==> src/rtl/tmvg_pkg.sv <==
// shared types, constants and tables of the torus mesh vertex generator
// no dependencies

package tmvg_pkg;

	localparam int DEF_MAX_SIDES  = 256;
	localparam int DEF_MAX_RINGS  = 256;
	localparam int DEF_PHASE_BITS = 16;

	localparam int RING_W   = 9;
	localparam int SIDE_W   = 8;
	localparam int COUNT_W  = 9;
	localparam int RADIUS_W = 16;
	localparam int INDEX_W  = 17;
	localparam int CORDIC_W = 34;
	localparam int CORDIC_STEPS = 16;

	localparam logic signed [CORDIC_W-1:0] CORDIC_GAIN = 34'sd652032874;

	localparam logic [RADIUS_W-1:0] OUTER_RESET = 16'd256;
	localparam logic [RADIUS_W-1:0] INNER_RESET = 16'd128;
	localparam logic [COUNT_W-1:0]  SIDES_RESET = 9'd16;
	localparam logic [COUNT_W-1:0]  RINGS_RESET = 9'd16;

	typedef enum logic [1:0] {
		REG_OUTER = 2'd0,
		REG_INNER = 2'd1,
		REG_SIDES = 2'd2,
		REG_RINGS = 2'd3
	} reg_idx_t;

	typedef enum logic [1:0] {
		QUAD_0 = 2'd0,
		QUAD_1 = 2'd1,
		QUAD_2 = 2'd2,
		QUAD_3 = 2'd3
	} quad_t;

	typedef struct packed {
		logic [INDEX_W-1:0] a;
		logic [INDEX_W-1:0] b;
		logic [INDEX_W-1:0] c;
		logic [INDEX_W-1:0] d;
		logic               quad;
	} corner_t;

	typedef struct packed {
		logic signed [CORDIC_W-1:0] x;
		logic signed [CORDIC_W-1:0] y;
		logic signed [CORDIC_W-1:0] z;
		quad_t                      q;
	} cordic_t;

	// atan(2^-i), full turn = 2^32
	function automatic logic signed [CORDIC_W-1:0] atan_at(input int i);
		logic signed [CORDIC_W-1:0] v;
		case (i)
			0:       v = 34'sh20000000;
			1:       v = 34'sh12E4051E;
			2:       v = 34'sh09FB385B;
			3:       v = 34'sh051111D4;
			4:       v = 34'sh028B0D43;
			5:       v = 34'sh0145D7E1;
			6:       v = 34'sh00A2F61E;
			7:       v = 34'sh00517C55;
			8:       v = 34'sh0028BE53;
			9:       v = 34'sh00145F2F;
			10:      v = 34'sh000A2F98;
			11:      v = 34'sh000517CC;
			12:      v = 34'sh00028BE6;
			13:      v = 34'sh000145F3;
			14:      v = 34'sh0000A2FA;
			15:      v = 34'sh0000517D;
			default: v = '0;
		endcase
		return v;
	endfunction

endpackage

==> src/rtl/tmvg_cordic_cell.sv <==
// one cordic rotation step applied to the ring and side angles
// depends on tmvg_pkg

module tmvg_cordic_cell import tmvg_pkg::*; #(
	parameter int K = 0
) (
	input  logic    clk,
	input  logic    arst_n,
	input  logic    en,
	input  logic    vld_i,
	input  cordic_t u_i,
	input  cordic_t v_i,
	input  corner_t tag_i,
	output logic    vld_o,
	output cordic_t u_o,
	output cordic_t v_o,
	output corner_t tag_o
);

	function automatic cordic_t rot(input cordic_t a);
		cordic_t b;
		logic signed [CORDIC_W-1:0] xs, ys;
		xs = a.x >>> K;
		ys = a.y >>> K;
		b  = a;
		if (!a.z[CORDIC_W-1]) begin
			b.x = a.x - ys;
			b.y = a.y + xs;
			b.z = a.z - atan_at(K);
		end else begin
			b.x = a.x + ys;
			b.y = a.y - xs;
			b.z = a.z + atan_at(K);
		end
		return b;
	endfunction

	always_ff @(posedge clk or negedge arst_n) begin
		if (!arst_n) begin
			vld_o <= 1'b0;
		end else if (en) begin
			vld_o <= vld_i;
		end
	end

	always_ff @(posedge clk) begin
		if (en) begin
			u_o   <= rot(u_i);
			v_o   <= rot(v_i);
			tag_o <= tag_i;
		end
	end

endmodule

==> config.mk <==
export PLATFORM = sky130hd
export DESIGN_NAME = tmvg_cordic_cell
export DESIGN_NICKNAME = d
export VERILOG_FILES = /design/src/rtl/tmvg_pkg.sv /design/src/rtl/tmvg_cordic_cell.sv
export SDC_FILE = /design/constraint.sdc
export NUM_CORES = 1
export LEC_CHECK = 0
export ABC_AREA = 1
export BUFFER_PORTS_ARGS = -buffer_cell sky130_fd_sc_hd__buf_2
export CAP_MARGIN = 5
export CELL_PAD_IN_SITES_DETAIL_PLACEMENT = 1
export CELL_PAD_IN_SITES_GLOBAL_PLACEMENT = 1
export CORE_UTILIZATION = 43
export DETAILED_ROUTE_END_ITERATION = 10
export PLACE_DENSITY = 0.88
export SETUP_SLACK_MARGIN = 0.3
export SYNTH_ARGS = -nofsm -noshare
export SYNTH_HDL_FRONTEND = slang
export SYNTH_SLANG_ARGS = --single-unit
==> constraint.sdc <==
create_clock -name clk -period 2.3 [get_ports clk]
set_clock_uncertainty 0.2 [all_clocks]
set_input_delay 0.46 -clock clk [delete_from_list [all_inputs] [get_ports clk]]
set_output_delay 0.46 -clock clk [all_outputs]
set_load 0.03 [all_outputs]
==> results of run 1 <==
[Yosys cell counts, types with 2 or more instances]
| library cell | count |
|---|---|
| o21bai_1 | 24 |
| nor3_2 | 7 |
| nand2_1 | 811 |
| xor2_1 | 50 |
| xnor2_1 | 3 |
| o211ai_1 | 10 |
| fa_1 | 8 |
| buf_4 | 43 |
| nor3_1 | 24 |
| a21o_1 | 24 |
| o21ai_2 | 8 |
| a21oi_2 | 7 |
| nand3_1 | 297 |
| clkbuf_1 | 15 |
| nand4_1 | 21 |
| o21a_1 | 5 |
| or2_1 | 4 |
| or2_2 | 7 |
| nor2_1 | 269 |
| a21boi_1 | 2 |
| o22ai_1 | 10 |
| buf_1 | 2 |
| nand2_2 | 13 |
| o21ai_1 | 16 |
| o31ai_1 | 6 |
| ha_1 | 204 |
| buf_6 | 6 |
| nor2_2 | 13 |
| edfxtp_1 | 275 |
| buf_2 | 22 |
| a21oi_1 | 253 |
| and2_1 | 2 |
| o21ai_0 | 169 |
| nor4_2 | 5 |
| a31oi_1 | 4 |
| nor4_1 | 4 |
| inv_1 | 426 |
| inv_2 | 12 |
| nand3b_1 | 6 |
| or2_0 | 2 |
| mux2i_1 | 3 |
| nand3_2 | 3 |
[logic make-up after synthesis]
family                     after synthesis
AOI/OAI and AO/OA                      542
xor gates and xnor gates                53
adders and majority gates              212
buffers and inverters                  526
DFF                                    276
muxes                                    4
and+or+nand+nor                       1488
[per-stage QoR]
step | hold WS (ns) | setup TNS [ns] | std cells | worst slack [ns]
after floorplan | -0.0356 | 0 | 3101 | 0.0934
after global placement | 0.122 | -40.36 | 4867 | -0.517
after detailed placement | 0.119 | -56.39 | 4867 | -0.652
==> impl_metrics.py, run 1 <==
metrics = {
    "placement": {
        "port_buffers": 558,
        "dp_hpwl_mm": 102,
        "routabilityCongestion": 0.996,
        "placed_cell_area_um2": 31800,
    },
    "logic_synthesis": {
        "yosys.area_share.simple_pct": 27.3,
        "ys_seq_area_share_pct": 36.0,
        "synth_top_family_by_area": "simple AND/OR/NAND/NOR gates",
        "synth_ff_type": "edfxtp_1",
        "synth.top_cell.area_share_pct": 35.9,
        "async_flop_share_pct": 0.362,
        "synth_fa_ha_area_share_pct": 11.8,
        "syn_nets": 3594,
        "synth-xor-area-share_pct": 2.02,
        "synth_compound_area_share_pct": 13.0,
        "yosysWarnings": 0,
        "ys_ff_latch": 276,
        "synthCells": 3101,
        "synthMuxAreaShare_pct": 0.180,
        "synth_edf_count": 275,
        "synth_area_leader_cell": "edfxtp_1",
        "syn-cell-area_um2": 23000,
        "synthDistinctLibCells": 48,
        "postSynthAreaPerCell_um2": 7.41,
        "synth_area_leaders": "edfxtp_1 36%, nand2_1 13%, ha_1 11%, inv_1 7.0%, nand3_1 6.5%",
    },
    "clock_network": {
        "cts_buffers": 34,
        "numClockSinks": 276,
        "cts_max_level": 2,
        "post_cts_resized": 544,
        "clockBufferDepth": 3,
        "hold_buffers": 133,
        "clock-root-buffer": "clkbuf_16",
        "cts_setup_buffers": 65,
    },
    "outcome": {
        "error_message": "[ERROR DPL-0033] detailed placement checks failed during check placement.",
        "run_status": "stopped before the end",
        "failing_step": "4_1_cts",
    },
    "floorplan": {
        "io_pins": 559,
        "start_util_pct": 43.6,
        "die_h_um": 233,
        "fp.dieW_um": 233,
        "rows": 84,
    },
}
==> run 2, diff against run 1 <==
--- a/config.mk
+++ b/config.mk
@@ -8,12 +8,9 @@
 export ABC_AREA = 1
 export BUFFER_PORTS_ARGS = -buffer_cell sky130_fd_sc_hd__buf_2
 export CAP_MARGIN = 5
-export CELL_PAD_IN_SITES_DETAIL_PLACEMENT = 1
-export CELL_PAD_IN_SITES_GLOBAL_PLACEMENT = 1
-export CORE_UTILIZATION = 43
+export CORE_UTILIZATION = 40
 export DETAILED_ROUTE_END_ITERATION = 10
-export PLACE_DENSITY = 0.88
-export SETUP_SLACK_MARGIN = 0.3
+export PLACE_DENSITY_LB_ADDON = 0.15
 export SYNTH_ARGS = -nofsm -noshare
 export SYNTH_HDL_FRONTEND = slang
 export SYNTH_SLANG_ARGS = --single-unit
==> run 2 against run 1 <==
The flow now finishes without violations; synthesized cell count is the same; synthesized area is the same.
==> impl_metrics.py, run 2 <==
metrics = {
    "sta": {
        "setup_viol": 0,
        "fin_crit_sh_pct": 97.5,
        "final-hold-violation-count": 0,
        "max_freq_mhz": 446,
        "setup_ws_ns": 0.0564,
        "relSlewSlack_pct": 65.7,
        "fin_crit_ns": 2.24,
        "fin_tns_setup_ns": 0,
        "rsz0062_at_grt": "true",
        "tightest_slew_ns": 0.509,
        "maxSlewViolCount": 0,
        "fin_hold_ws_ns": 0.0724,
    },
    "layout": {
        "seqCellArea_um2": 8280,
        "final_cell_mix": "800 x nand2_1, 661 x buf_4, 557 x buf_2, 424 x inv_1, 294 x nand3_1",
        "top_regs": "u_o (103), v_o (103), tag_o (69)",
        "multi_input_area_um2": 12900,
        "post-route-util_pct": 60.4,
        "layout.cells.non_filler": 5197,
        "layout.nets": 4907,
        "final.fill_count": 5327,
        "fin_area_um2": 34200,
        "synthToLayoutAreaGrowth_pct": 48.8,
        "drive_gt1_share_pct": 32.8,
        "final_common_cell": "nand2_1",
    },
    "critical_path": {
        "cp_num_buf_inv": 5,
        "slowest_delay_ns": 0.33,
        "critPathMaxFanout": 3,
        "reg2reg_setup_slack_ns": 1.37,
        "arrival_ns": 2.46,
        "crit_path_cell_trace": "buf_2 > buf_4 > inv_1 > ha_1 > a21oi_1 > o21ai_0 > buf_4 > a21oi_1 > nand2_1 > xor2_1 > o21ai_0 > buf_4",
        "required_ns": 2.52,
        "cp_top_family": "compound AO/OA/AOI/OAI gates",
        "crit_slowest_cell": "a21oi_1",
        "reg2regPathDepth": 1,
        "cpMostUsedCell": "buf_4",
        "worst_r2r_startpoint": "vld_o",
        "crit_type": "in -> reg",
        "start_kind": "input port",
        "cp-end-kind": "register",
        "r2r-end": "vld_o",
    },
    "clock_network": {
        "clk_latency_ns": 0.56,
        "clock-root-buffer": "clkbuf_16",
        "cts_tree": "done",
        "cts_buffers": 34,
        "numClockSinks": 276,
        "cts_max_level": 2,
        "clockBufferDepth": 3,
        "clk_pin_slew_worst_paths_ns": 0.06,
    },
    "grt": {
        "grt_pass1_wl_mm": 140,
        "grt_pass1_vias": 25300,
        "antenna_found_initial": 4,
        "track_usage_pct": 31.0,
        "grt_max_degree": 79,
        "grt_overflow_total": 0,
    },
    "min_path": {
        "hold_class": "in -> reg",
        "min-delay-start": "v_i[32]",
        "holdPathStages": 2,
        "worst_hold_path.endpoint": "v_o[32]",
    },
    "logic_synthesis": {
        "synth_most_common_cell": "nand2_1",
        "synthTopCellsByCount": "811 x nand2_1, 426 x inv_1, 297 x nand3_1",
        "postSynthAreaPerCell_um2": 7.41,
        "syn_nets": 3594,
        "synth_area_leader_cell": "edfxtp_1",
        "async_flop_share_pct": 0.362,
        "synth_ff_type": "edfxtp_1",
        "synth_edf_count": 275,
        "synthCells": 3101,
        "syn-cell-area_um2": 23000,
        "synthDistinctLibCells": 48,
        "yosysWarnings": 0,
        "ys_seq_area_share_pct": 36.0,
        "synth_area_leaders": "edfxtp_1 36%, nand2_1 13%, ha_1 11%, inv_1 7.0%, nand3_1 6.5%",
        "ys_ff_latch": 276,
        "synth.top_cell.area_share_pct": 35.9,
    },
    "routing": {
        "m1WireLength_mm": 38.3,
        "vias": 25700,
        "wl_met2_mm": 46.0,
        "ant_nets": 0,
        "routed_via_density": 4.94,
        "dr.first_iter.drc_count": 1646,
        "first_pass_iters": 5,
        "drc": 0,
        "wirelength_mm": 93.4,
        "wl_met3_mm": 5.11,
        "wl_per_cell_um": 18.0,
        "top_layer": "met4",
    },
    "floorplan": {
        "fp.dieW_um": 242,
        "start_util_pct": 40.6,
        "die_h_um": 242,
        "die_area_um2": 58400,
        "rows": 87,
        "core_um2": 56600,
        "io_pins": 559,
    },
    "placement": {
        "port_buffers": 558,
        "post-place-ws_ns": -0.602,
        "dpl.cell_count": 4997,
        "routabilityCongestion": 1.02,
        "placed_cell_area_um2": 31300,
        "dp_hpwl_mm": 77.4,
    },
    "power_and_ir_drop": {
        "power_density_nw_per_um2": 584,
        "finalPower_mw": 20.0,
        "p_leak_nw": 17.3,
        "peakVddDrop_uv": 589,
    },
    "flow_run": {
        "cap_viol_max_count": 0,
    },
    "outcome": {
        "run_status": "complete, no violations",
    },
}
## run 2: cell counts after synthesis
No cell type changed its count.
## run 2: how the worst max path moves through the flow
| stage | from | to | slack, ns | depth (start not counted) |
|---|---|---|---|---|
| final | u_i[84] | u_o[52] | 0.06 | 12 |
| after global routing | v_i[60] | v_o[97] | -0.02 | 13 |
| after CTS | v_i[39] | v_o[66] | 0.01 | 15 |
| after detailed placement | u_i[41] | u_o[84] | -0.60 | 12 |
| after global placement | v_i[40] | v_o[67] | -0.60 | 15 |
| after floorplan | u_i[51] | u_o[64] | 0.007 | 13 |
## run 2: kinds of logic after synthesis
logic type,share of synthesized area (%)
mux,0.180
xor+xnor,2.02
compound gates,13.0
flops,36.0
fa+ha+maj,11.8
simple gates,27.3
buf+inv,9.61
## run 2: power breakdown
| part | switching (mW) | internal (mW) | total (mW) |
|---|---|---|---|
| clock | 2.30 | 3.10 | 5.40 |
| sequential | 0.205 | 6.25 | 6.45 |
| combinational | 4.96 | 3.16 | 8.12 |
## run 2: cell type report
cell class / instances / share of cell area, %
diodes: 4 / 0.0293
clock inverters: 19 / 0.655
repair buffers: 1365 / 27.3
flip-flops and latches: 276 / 24.2
clock buffers: 40 / 2.55
inverters: 438 / 4.81
well taps: 756 / 2.77
multi-input cells: 2299 / 37.7
## run 2: metal layers
| layer | GRT usage [%] | up-vias |
|---|---|---|
| li1 | - | 12900 |
| met1 | 37.3 | 11800 |
| met2 | 55.5 | 865 |
| met3 | 3.80 | 185 |
| met4 | 13.0 | 0 |
| met5 | 0 | - |
## run 2: repair_timing
item,4_1_cts,5_1_grt
hold buffers,136,0
endpoints found under the setup margin,2,81
pin swaps,0,2
hold endpoints to repair,139,0
setup buffers,0,1
resized for setup,2,119
gates cloned,0,0
(Power assumes the default switching activity.)
