$ cat config.mk
export PLATFORM = sky130hd
export DESIGN_NAME = tmvg_phase_cell
export DESIGN_NICKNAME = d
export VERILOG_FILES = /design/src/rtl/tmvg_pkg.sv /design/src/rtl/tmvg_phase_cell.sv
export SDC_FILE = /design/constraint.sdc
export NUM_CORES = 1
export LEC_CHECK = 0
export BUFFER_PORTS_ARGS = -buffer_cell sky130_fd_sc_hd__buf_4
export CAP_MARGIN = 0
export CORE_ASPECT_RATIO = 0.75
export CORE_MARGIN = 3
export CORE_UTILIZATION = 47
export DETAILED_ROUTE_END_ITERATION = 16
export PLACE_DENSITY = 0.85
export SLEW_MARGIN = 10
export SYNTH_ARGS = -nofsm -noshare
export SYNTH_HDL_FRONTEND = slang
export SYNTH_SLANG_ARGS = --single-unit
$ cat constraint.sdc
create_clock -name clk -period 1.3 [get_ports clk]
set_input_delay 0.13 -clock clk [delete_from_list [all_inputs] [get_ports clk]]
set_output_delay 0.13 -clock clk [all_outputs]
set_load 0.03 [all_outputs]
$ cat src/rtl/tmvg_pkg.sv
// shared types, constants and tables of the torus mesh vertex generator
// no dependencies

package tmvg_pkg;

	localparam int DEF_MAX_SIDES  = 256;
	localparam int DEF_MAX_RINGS  = 256;
	localparam int DEF_PHASE_BITS = 16;

	localparam int RING_W   = 9;
	localparam int SIDE_W   = 8;
	localparam int COUNT_W  = 9;
	localparam int RADIUS_W = 16;
	localparam int INDEX_W  = 17;
	localparam int CORDIC_W = 34;
	localparam int CORDIC_STEPS = 16;

	localparam logic signed [CORDIC_W-1:0] CORDIC_GAIN = 34'sd652032874;

	localparam logic [RADIUS_W-1:0] OUTER_RESET = 16'd256;
	localparam logic [RADIUS_W-1:0] INNER_RESET = 16'd128;
	localparam logic [COUNT_W-1:0]  SIDES_RESET = 9'd16;
	localparam logic [COUNT_W-1:0]  RINGS_RESET = 9'd16;

	typedef enum logic [1:0] {
		REG_OUTER = 2'd0,
		REG_INNER = 2'd1,
		REG_SIDES = 2'd2,
		REG_RINGS = 2'd3
	} reg_idx_t;

	typedef enum logic [1:0] {
		QUAD_0 = 2'd0,
		QUAD_1 = 2'd1,
		QUAD_2 = 2'd2,
		QUAD_3 = 2'd3
	} quad_t;

	typedef struct packed {
		logic [INDEX_W-1:0] a;
		logic [INDEX_W-1:0] b;
		logic [INDEX_W-1:0] c;
		logic [INDEX_W-1:0] d;
		logic               quad;
	} corner_t;

	typedef struct packed {
		logic signed [CORDIC_W-1:0] x;
		logic signed [CORDIC_W-1:0] y;
		logic signed [CORDIC_W-1:0] z;
		quad_t                      q;
	} cordic_t;

	// atan(2^-i), full turn = 2^32
	function automatic logic signed [CORDIC_W-1:0] atan_at(input int i);
		logic signed [CORDIC_W-1:0] v;
		case (i)
			0:       v = 34'sh20000000;
			1:       v = 34'sh12E4051E;
			2:       v = 34'sh09FB385B;
			3:       v = 34'sh051111D4;
			4:       v = 34'sh028B0D43;
			5:       v = 34'sh0145D7E1;
			6:       v = 34'sh00A2F61E;
			7:       v = 34'sh00517C55;
			8:       v = 34'sh0028BE53;
			9:       v = 34'sh00145F2F;
			10:      v = 34'sh000A2F98;
			11:      v = 34'sh000517CC;
			12:      v = 34'sh00028BE6;
			13:      v = 34'sh000145F3;
			14:      v = 34'sh0000A2FA;
			15:      v = 34'sh0000517D;
			default: v = '0;
		endcase
		return v;
	endfunction

endpackage

$ cat src/rtl/tmvg_phase_cell.sv
// one restoring division step for the ring and side phases
// depends on tmvg_pkg

module tmvg_phase_cell import tmvg_pkg::*; #(
	parameter int PHASE_BITS = DEF_PHASE_BITS,
	parameter int K = 0
) (
	input  logic                  clk,
	input  logic                  arst_n,
	input  logic                  en,
	input  logic [COUNT_W-1:0]    rings,
	input  logic [COUNT_W-1:0]    sides,
	input  logic                  vld_i,
	input  logic [RING_W-1:0]     ring_i,
	input  logic [SIDE_W-1:0]     side_i,
	input  logic [COUNT_W-1:0]    rrem_i,
	input  logic [COUNT_W-1:0]    srem_i,
	input  logic [PHASE_BITS-1:0] rq_i,
	input  logic [PHASE_BITS-1:0] sq_i,
	input  corner_t               tag_i,
	output logic                  vld_o,
	output logic [RING_W-1:0]     ring_o,
	output logic [SIDE_W-1:0]     side_o,
	output logic [COUNT_W-1:0]    rrem_o,
	output logic [COUNT_W-1:0]    srem_o,
	output logic [PHASE_BITS-1:0] rq_o,
	output logic [PHASE_BITS-1:0] sq_o,
	output corner_t               tag_o
);

	localparam int J = RING_W + PHASE_BITS - 1 - K;

	logic             rbit, sbit;
	logic [COUNT_W:0] rtrial, strial;
	logic             rge, sge;

	generate
		if (J >= PHASE_BITS) begin : g_rbit
			assign rbit = ring_i[J-PHASE_BITS];
		end else begin : g_rzero
			assign rbit = 1'b0;
		end
		if (J >= PHASE_BITS && J - PHASE_BITS < SIDE_W) begin : g_sbit
			assign sbit = side_i[J-PHASE_BITS];
		end else begin : g_szero
			assign sbit = 1'b0;
		end
	endgenerate

	assign rtrial = {rrem_i, rbit};
	assign strial = {srem_i, sbit};
	assign rge    = rtrial >= {1'b0, rings};
	assign sge    = strial >= {1'b0, sides};

	always_ff @(posedge clk or negedge arst_n) begin
		if (!arst_n) begin
			vld_o <= 1'b0;
		end else if (en) begin
			vld_o <= vld_i;
		end
	end

	always_ff @(posedge clk) begin
		if (en) begin
			ring_o <= ring_i;
			side_o <= side_i;
			tag_o  <= tag_i;
			rrem_o <= rge ? COUNT_W'(rtrial - {1'b0, rings}) : rtrial[COUNT_W-1:0];
			srem_o <= sge ? COUNT_W'(strial - {1'b0, sides}) : strial[COUNT_W-1:0];
			rq_o   <= {rq_i[PHASE_BITS-2:0], rge};
			sq_o   <= {sq_i[PHASE_BITS-2:0], sge};
		end
	end

endmodule

==> results of run 1 <==
-- cell usage after synthesis, types with 2 or more instances --
library cell	n
edfxtp_1	136
o21a_1	2
a211oi_1	2
xnor2_1	8
o21ai_1	2
fa_1	2
a211o_1	2
a31oi_1	2
ha_1	18
a21oi_1	12
nor2_1	7
a21o_1	5
mux2_2	9
and3_1	2
nor3_1	2
and4_1	2
nand3_1	2
o31ai_1	2
buf_2	2
inv_1	22
nand2b_1	6
xor2_1	2
o211ai_1	5
mux2i_1	2
nand2_1	10
o21ai_0	8
-- stage by stage --
step / util (%) / hold slack, ps / area [sq um]
2_1_floorplan: - / -165.6 / 5303
3_3_place_gp: 76.89 / -94.52 / 8097
3_5_place_dp: 76.89 / -93.23 / 8097
4_1_cts: 94.56 / 6.228 / 9957
-- metal layers --
layer | GRT usage [%] | overflow
met3 | 80.27 | 1
met1 | 86.24 | 0
met4 | 89.53 | 92
met5 | 25.21 | 0
met2 | 101.4 | 167
-- kinds of logic after synthesis --
| kind of cell | Yosys count | share of synthesized area, % |
|---|---|---|
| flops | 137 | 78.92 |
| mux | 12 | 2.620 |
| xor+xnor | 10 | 1.682 |
| buf+inv | 26 | 1.995 |
| compound gates | 48 | 6.513 |
| fa+ha+maj | 20 | 5.095 |
| simple gates | 33 | 3.173 |
-- repair_timing --
| item | in CTS |
|---|---|
| hold buffers | 118 |
| endpoints found under the setup margin | 19 |
| endpoints found under the hold margin | 118 |
| buffers inserted | 1 |
| gates resized for setup | 17 |
| pin swaps | 7 |
==> flow_summary.json, run 1 <==
{
  "synth_async_sr_flop_share_pct": 0.7299,
  "syn_inst": 286,
  "pin_count": 295,
  "floorplan.initialDensity_pct": 49.44,
  "gp_congestion": 0.8364,
  "outcome": "did not finish",
  "worst_endpoint": "rrem_o[8]$_DFFE_PP_/D",
  "dp.cells": 765,
  "ys_types": 38,
  "worst_endpoint_kind": "register input",
  "synth_top_area_share_pct": 78.44,
  "dieWidth_microns": 127.5,
  "cts.htree.levels": 4,
  "synthFlopType": "edfxtp_1",
  "syn_avg_cell_area_sq_um": 18.20,
  "ys_ff_latch": 137,
  "die_h_microns": 97.15,
  "dp_worst_setup_slack_ps": -777.0,
  "synth_edf_count": 136,
  "root_buffer": "clkbuf_16",
  "synth_top_area_cell": "edfxtp_1",
  "antenna_found_initial": 7,
  "port_buffers": 292,
  "overflow": 260,
  "cts_buffer_depth": 2,
  "lastStage": "global routing (5_1_grt)",
  "track_usage_pct": 88.15,
  "cts_sinks": 137,
  "rows": 32,
  "ys_warn_count": 0,
  "synth_area_sq_um": 5206,
  "error": "[ERROR GRT-0232] Routing congestion too high. Check the congestion heatmap in the GUI.",
  "synth-seq-area-share_pct": 78.92,
  "place_hpwl_mm": 13.08,
  "ys_top_cells_by_area": "edfxtp_1, ha_1, mux2_2, inv_1, xnor2_1",
  "cts_buffers": 17,
  "syn_nets": 464,
  "grt_start_max_net_pins": 70
}
==> run 2, diff against run 1 <==
Settings changed: CORE_ASPECT_RATIO 0.75 to default, CORE_UTILIZATION 47 to 36, PLACE_DENSITY 0.85 to default, PLACE_DENSITY_LB_ADDON from default to 0.15.
==> run 2 against run 1 <==
  * Area after synthesis unchanged
  * The flow now finishes, with violations (setup timing)
  * Synthesized cell count unchanged
==> flow_summary.json, run 2 <==
{
  "outcome": "complete, but fails checks",
  "violations": "setup timing",
  "final_common_cell": "buf_4",
  "synth_top_area_cell": "edfxtp_1",
  "track_usage_pct": 22.81,
  "largest_reg_flops": 69,
  "synth_async_sr_flop_share_pct": 0.7299,
  "syn_avg_cell_area_sq_um": 18.20,
  "core_area_sq_um": 13990,
  "seqCellArea_sq_um": 4109,
  "arrival_ps": 1800,
  "top_register": "tag_o",
  "grt_start_max_net_pins": 39,
  "cts_sinks": 137,
  "fin_nets": 952,
  "cts_buffer_depth": 2,
  "pwr-share-clk_pct": 35.4,
  "min_period_over_period_pct": 126.6,
  "setup_viol": 18,
  "cts.htree.levels": 4,
  "cts_tree": "built",
  "via_count": 4419,
  "ys_ff_latch": 137,
  "max_freq_ghz": 0.6077,
  "drc": 0,
  "instances_no_fill": 966,
  "pwr-share-seq_pct": 40.9,
  "synth_top_area_share_pct": 78.44,
  "path_class": "input pin to register",
  "num-fill-cells": 917,
  "multiInputGateArea_sq_um": 1187,
  "rows": 43,
  "gp_congestion": 0.8401,
  "reg.largest.list": "tag_o: 69 flops, rq_o: 16 flops, sq_o: 16 flops",
  "ys_top_cells_by_area": "edfxtp_1, ha_1, mux2_2, inv_1, xnor2_1",
  "fin_hold_ws_ps": 24.69,
  "yosysMostFrequentCell": "edfxtp_1",
  "wire_per_inst_microns": 18.85,
  "hp-class": "input pin to register",
  "endpoint_kind": "register",
  "hold_violations": 0,
  "path_max_fanout": 4,
  "p_leak_nw": 4.435,
  "syn_inst": 286,
  "ys_warn_count": 0,
  "cts.reportedPaths.clkPinSlew_ps": 50,
  "max-slew-margin-rel_pct": 76.42,
  "ir_worst_vdd_v": 0.0007608,
  "grt_pass1_wl_mm": 27.24,
  "place_hpwl_mm": 11.93,
  "worst_pin_slew_ps": 344.8,
  "die-area_sq_um": 15940,
  "synth_edf_count": 136,
  "fin_worst_skew_ps": 0,
  "worstPathRequired_ps": 1460,
  "dr.pass1.iters": 4,
  "overflow": 0,
  "area_growth_pct": 94.59,
  "finalMaxSlewViolations": 0,
  "synth_area_sq_um": 5206,
  "cts_buffers": 17,
  "rsz0062_at_grt": "true",
  "syn_nets": 464,
  "drtAntennaViolNets": 0,
  "totalWireLength_mm": 18.21,
  "p_switching_mw": 3.480,
  "period_minus_slack_ps": 1645,
  "clkLatencyLatePin_ps": 410,
  "die_h_microns": 126.3,
  "fin_ws_ps": -345.5,
  "dr.first_iter.drc_count": 243,
  "root_buffer": "clkbuf_16",
  "dieWidth_microns": 126.3,
  "antenna_found_initial": 1,
  "p_int_mw": 9.820,
  "routed_via_density": 4.575,
  "cellPowerDensity_nw_per_um2": 1313,
  "synthFlopType": "edfxtp_1",
  "synth-seq-area-share_pct": 78.92,
  "ys_types": 38,
  "floorplan.initialDensity_pct": 37.22,
  "pin_count": 295,
  "final_cell_mix": "buf_4, edfxtp_1, dlygate4sd3_1, clkbuf_16, inv_1",
  "swShare_pct": 26.17,
  "pwr-share-comb_pct": 23.6,
  "dp.cells": 807,
  "port_buffers": 292,
  "grt_pass1_vias": 4785,
  "layout-drive-gt1-share_pct": 53.50,
  "synth_commonest_cells": "edfxtp_1, inv_1, ha_1, a21oi_1, nand2_1",
  "finalSetupTns_ps": -4034,
  "critPathLaunchType": "input pin",
  "maxCapViolCount": 0
}
==> run 2: power groups by stage <==
stage / Combinational, mW / Sequential (mW) / Clock (mW)
finish: 3.14 / 5.45 / 4.71
global route: 3.31 / 5.48 / 5.00
CTS: 3.09 / 5.43 / 4.76
detailed placement: 2.69 / 5.52 / 0
global placement: 2.66 / 5.51 / 0
floorplan: 0.511 / 6.32 / 0
==> run 2: worst paths after layout <==
check / startpoint / end / slack [ps] / cells past startpoint
max: ring_i[8] / rrem_o[1]$_DFFE_PP_ / -350 / 9
min: rrem_i[4] / rrem_o[5]$_DFFE_PP_ / 20 / 3
max reg2reg: vld_o$_DFFE_PN0P_ / vld_o$_DFFE_PN0P_ / 550 / 1
min reg2reg: vld_o$_DFFE_PN0P_ / vld_o$_DFFE_PN0P_ / 520 / 1
max in group asynchronous: arst_n / vld_o$_DFFE_PN0P_ / 1170 / 2
min in group asynchronous: arst_n / vld_o$_DFFE_PN0P_ / 50 / 2
==> run 2: worst max-delay path, stage by stage <==
cell	delay, ps
buf_12	110
inv_12	40
ha_4	120
inv_2	30
fa_2	340
a211oi_2	210
o21ai_2	120
a211oi_4	330
mux2_2	370
==> run 2: stage by stage <==
stage	setup slack, ps	instance area, sq um	util [%]	power [mW]
2_1_floorplan	-597.2	5303	-	6.833
3_3_place_gp	-756.3	8128	58.10	8.163
3_5_place_dp	-779.6	8128	58.10	8.211
4_1_cts	-276.2	10050	71.87	13.28
5_1_grt	-409.8	10130	72.42	13.79
6_report	-345.5	10130	72.42	13.30
==> run 2: repair_timing <==
item	in CTS	in global routing
hold buffers	120	0
gates resized for setup	26	16
setup endpoints to repair	19	19
pin swaps	11	7
gates cloned	1	0
endpoints found under the hold margin	120	0
setup buffers	6	4
==> run 2: final cells by class <==
cell class	instances	share of cell area, %
inverter	23	1.000
clock inverter	9	1.247
tap	180	2.223
timing repair buffer	472	38.88
sequential	137	40.56
clock buffer	21	4.347
multi-input combinational	123	11.72
antenna	1	0.02470
==> run 2: metal layers <==
metal  share of wire [%]  routed length [microns]  global-route usage [%]  up-vias
met5                   0                        0                       0        -
li1                    -                        -                       -     2070
met3                 5.9                     1077                   6.064       30
met2                  55                    10030                   42.44      198
met1                  36                     6605                   24.43     2121
met4                 2.7                      493                   9.148        0
==> run 2: logic make-up (layout without fill, tap and decap cells) <==
kind of cell | after synthesis | in the layout | share of synthesized area [%]
flops | 137 | 137 | 78.92
compound gates | 48 | 48 | 6.513
simple gates | 33 | 33 | 3.173
buf+inv | 26 | 525 | 1.995
fa+ha+maj | 20 | 20 | 5.095
mux | 12 | 12 | 2.620
xor+xnor | 10 | 10 | 1.682
other cells | 0 | 1 | 0
Power figures use the tool's default switching activity.
==> run 3, diff against run 2 <==
Settings changed: CORE_MARGIN 3 to 2.
==> run 3 against run 2 <==
  * The run still ends with setup timing left
  * Sequential cell count unchanged
  * Worst hold slack gained 13 ps
  * Global-route usage increased by 0.53 points
  * Wire length down 1.1%
  * Sequential share of layout area is 0.060 points higher
  * Maximum frequency increased by 0.96%
  * Clock-buffer cell count decreased by 4
  * Clock power about the same
  * Largest power group unchanged
  * Clock skew did not move
  * Cell area decreased by 0.15%
  * Non-clock buffer count unchanged
  * Via count is 1.1% higher
==> flow_summary.json, run 3 (synthesis gave the netlist of run 2 again) <==
{
  "grt_start_max_net_pins": 36,
  "design_area_sq_um": 10120,
  "cts_sinks": 137,
  "hold_violations": 0,
  "fin_worst_skew_ps": 0,
  "dp.cells": 809,
  "fin_nets": 952,
  "gp_congestion": 0.8178,
  "met3_length_mm": 1.164,
  "path_cells": "buf_12 > inv_12 > ha_4 > inv_2 > fa_2 > a211oi_2 > o21ai_2 > buf_4 > a31oi_1 > xnor2_1 > mux2_4",
  "cts.reportedPaths.clkPinSlew_ps": 60,
  "cts_tree": "built",
  "dp_worst_setup_slack_ps": -736.3,
  "antennaDiodeCount": 0,
  "num-fill-cells": 896,
  "totalWireLength_mm": 18.00,
  "rows": 43,
  "critPathLaunchType": "input pin",
  "place_hpwl_mm": 11.61,
  "violations": "setup timing",
  "path_max_fanout": 3,
  "cts_buffers": 17,
  "cts_buffer_depth": 2,
  "worst_pin_slew_ps": 354.2,
  "finalMaxSlewViolations": 0,
  "layout-drive-gt1-share_pct": 53.75,
  "crit_slowest_cell": "fa_2",
  "root_buffer": "clkbuf_16",
  "pin_count": 295,
  "period_minus_slack_ps": 1630,
  "final_common_cell": "buf_4",
  "grt_pass1_vias": 4867,
  "worstPathRequired_ps": 1460,
  "dr_wl_met2_mm": 9.724,
  "reg.largest.list": "tag_o: 69 flops, rq_o: 16 flops, sq_o: 16 flops",
  "dr.first_iter.drc_count": 254,
  "max_freq_ghz": 0.6135,
  "path_class": "input pin to register",
  "track_usage_pct": 23.34,
  "fin_ws_ps": -329.9,
  "drc": 0,
  "port_buffers": 292,
  "core_area_sq_um": 13990,
  "cts.htree.levels": 4,
  "clkLatencyLatePin_ps": 410,
  "top_layer": "met4",
  "antenna_found_initial": 0,
  "top_register": "tag_o",
  "die-area_sq_um": 15440,
  "p_leak_nw": 4.426,
  "dieWidth_microns": 124.3,
  "arrival_ps": 1790,
  "min_period_over_period_pct": 125.4,
  "largest_reg_flops": 69,
  "setup_viol": 18,
  "hp-class": "input pin to register",
  "via_count": 4466,
  "cellPowerDensity_nw_per_um2": 1313,
  "wire_per_inst_microns": 18.61,
  "floorplan.initialDensity_pct": 37.22,
  "placed_area_sq_um": 8143,
  "dr.pass1.iters": 7,
  "die_h_microns": 124.3,
  "grt_pass1_wl_mm": 27.50,
  "endpoint_kind": "register",
  "finalPower_mw": 13.29,
  "overflow": 0,
  "routed_via_density": 4.618,
  "maxCapViolCount": 0,
  "drtAntennaViolNets": 0,
  "rsz0062_at_grt": "true",
  "area_growth_pct": 94.31,
  "outcome": "complete, but fails checks",
  "slowest_delay_ps": 340,
  "max-slew-margin-rel_pct": 75.77,
  "final_cell_mix": "buf_4, edfxtp_1, dlygate4sd3_1, clkbuf_16, inv_1",
  "ir_worst_vdd_v": 0.0007312,
  "instances_no_fill": 967,
  "m1WireLength_mm": 6.491
}
-- run 3: layout make-up --
class	count	area, sq um	area share (%)
sequential	137	4109	40.62
clock inverter	15	150.1	1.484
inverter	23	98.84	0.9771
clock buffer	17	425.4	4.205
tap	180	225.2	2.226
multi-input combinational	123	1175	11.61
timing repair buffer	472	3933	38.87
-- run 3: routing by layer --
metal / up-vias / GRT usage [%]
met5: - / 0
met4: 0 / 9.980
met3: 38 / 7.216
met2: 197 / 42.66
met1: 2154 / 24.73
li1: 2077 / -
-- run 3: path summary, 6_finish.rpt --
path                              startpoint             endpoint  slack, ps  cells past startpoint
min reg2reg                vld_o$_DFFE_PN0P_    vld_o$_DFFE_PN0P_        530                      1
min                                srem_i[5]  srem_o[6]$_DFFE_PP_         40                      2
max reg2reg                vld_o$_DFFE_PN0P_    vld_o$_DFFE_PN0P_        550                      1
min in group asynchronous             arst_n    vld_o$_DFFE_PN0P_         60                      2
max in group asynchronous             arst_n    vld_o$_DFFE_PN0P_       1160                      2
max                                ring_i[8]  rrem_o[8]$_DFFE_PP_       -330                     11
-- run 3: stage by stage --
stage / util, % / hold WS [ps] / setup TNS [ps]
6_report: 72.32 / 37.73 / -3817
3_3_place_gp: 58.21 / -94.70 / -12300
5_1_grt: 72.32 / 17.60 / -4916
3_5_place_dp: 58.21 / -94.17 / -12870
4_1_cts: 72.09 / 1.857 / -3757
2_1_floorplan: - / -165.6 / -9034
-- run 3: report_power, final --
group / total (mW) / switching [mW] / internal (mW)
registers: 5.45 / 0.127 / 5.32
clock network: 4.71 / 1.89 / 2.82
logic: 3.13 / 1.62 / 1.51
-- run 3: timing repair --
action	in CTS	in global routing
setup endpoints to repair	19	19
hold buffers	121	1
pin swaps	13	2
gates resized for setup	31	8
buffers inserted	3	2
cloned	1	0
hold endpoints to repair	121	1
-- run 3: worst max-delay path, delay by kind of cell --
kind | cells | cell delay, ps
xor gates and xnor gates | 1 | 90
AOI/OAI and AO/OA | 3 | 530
buffers and inverters | 4 | 330
adders and majority gates | 2 | 460
muxes | 1 | 250
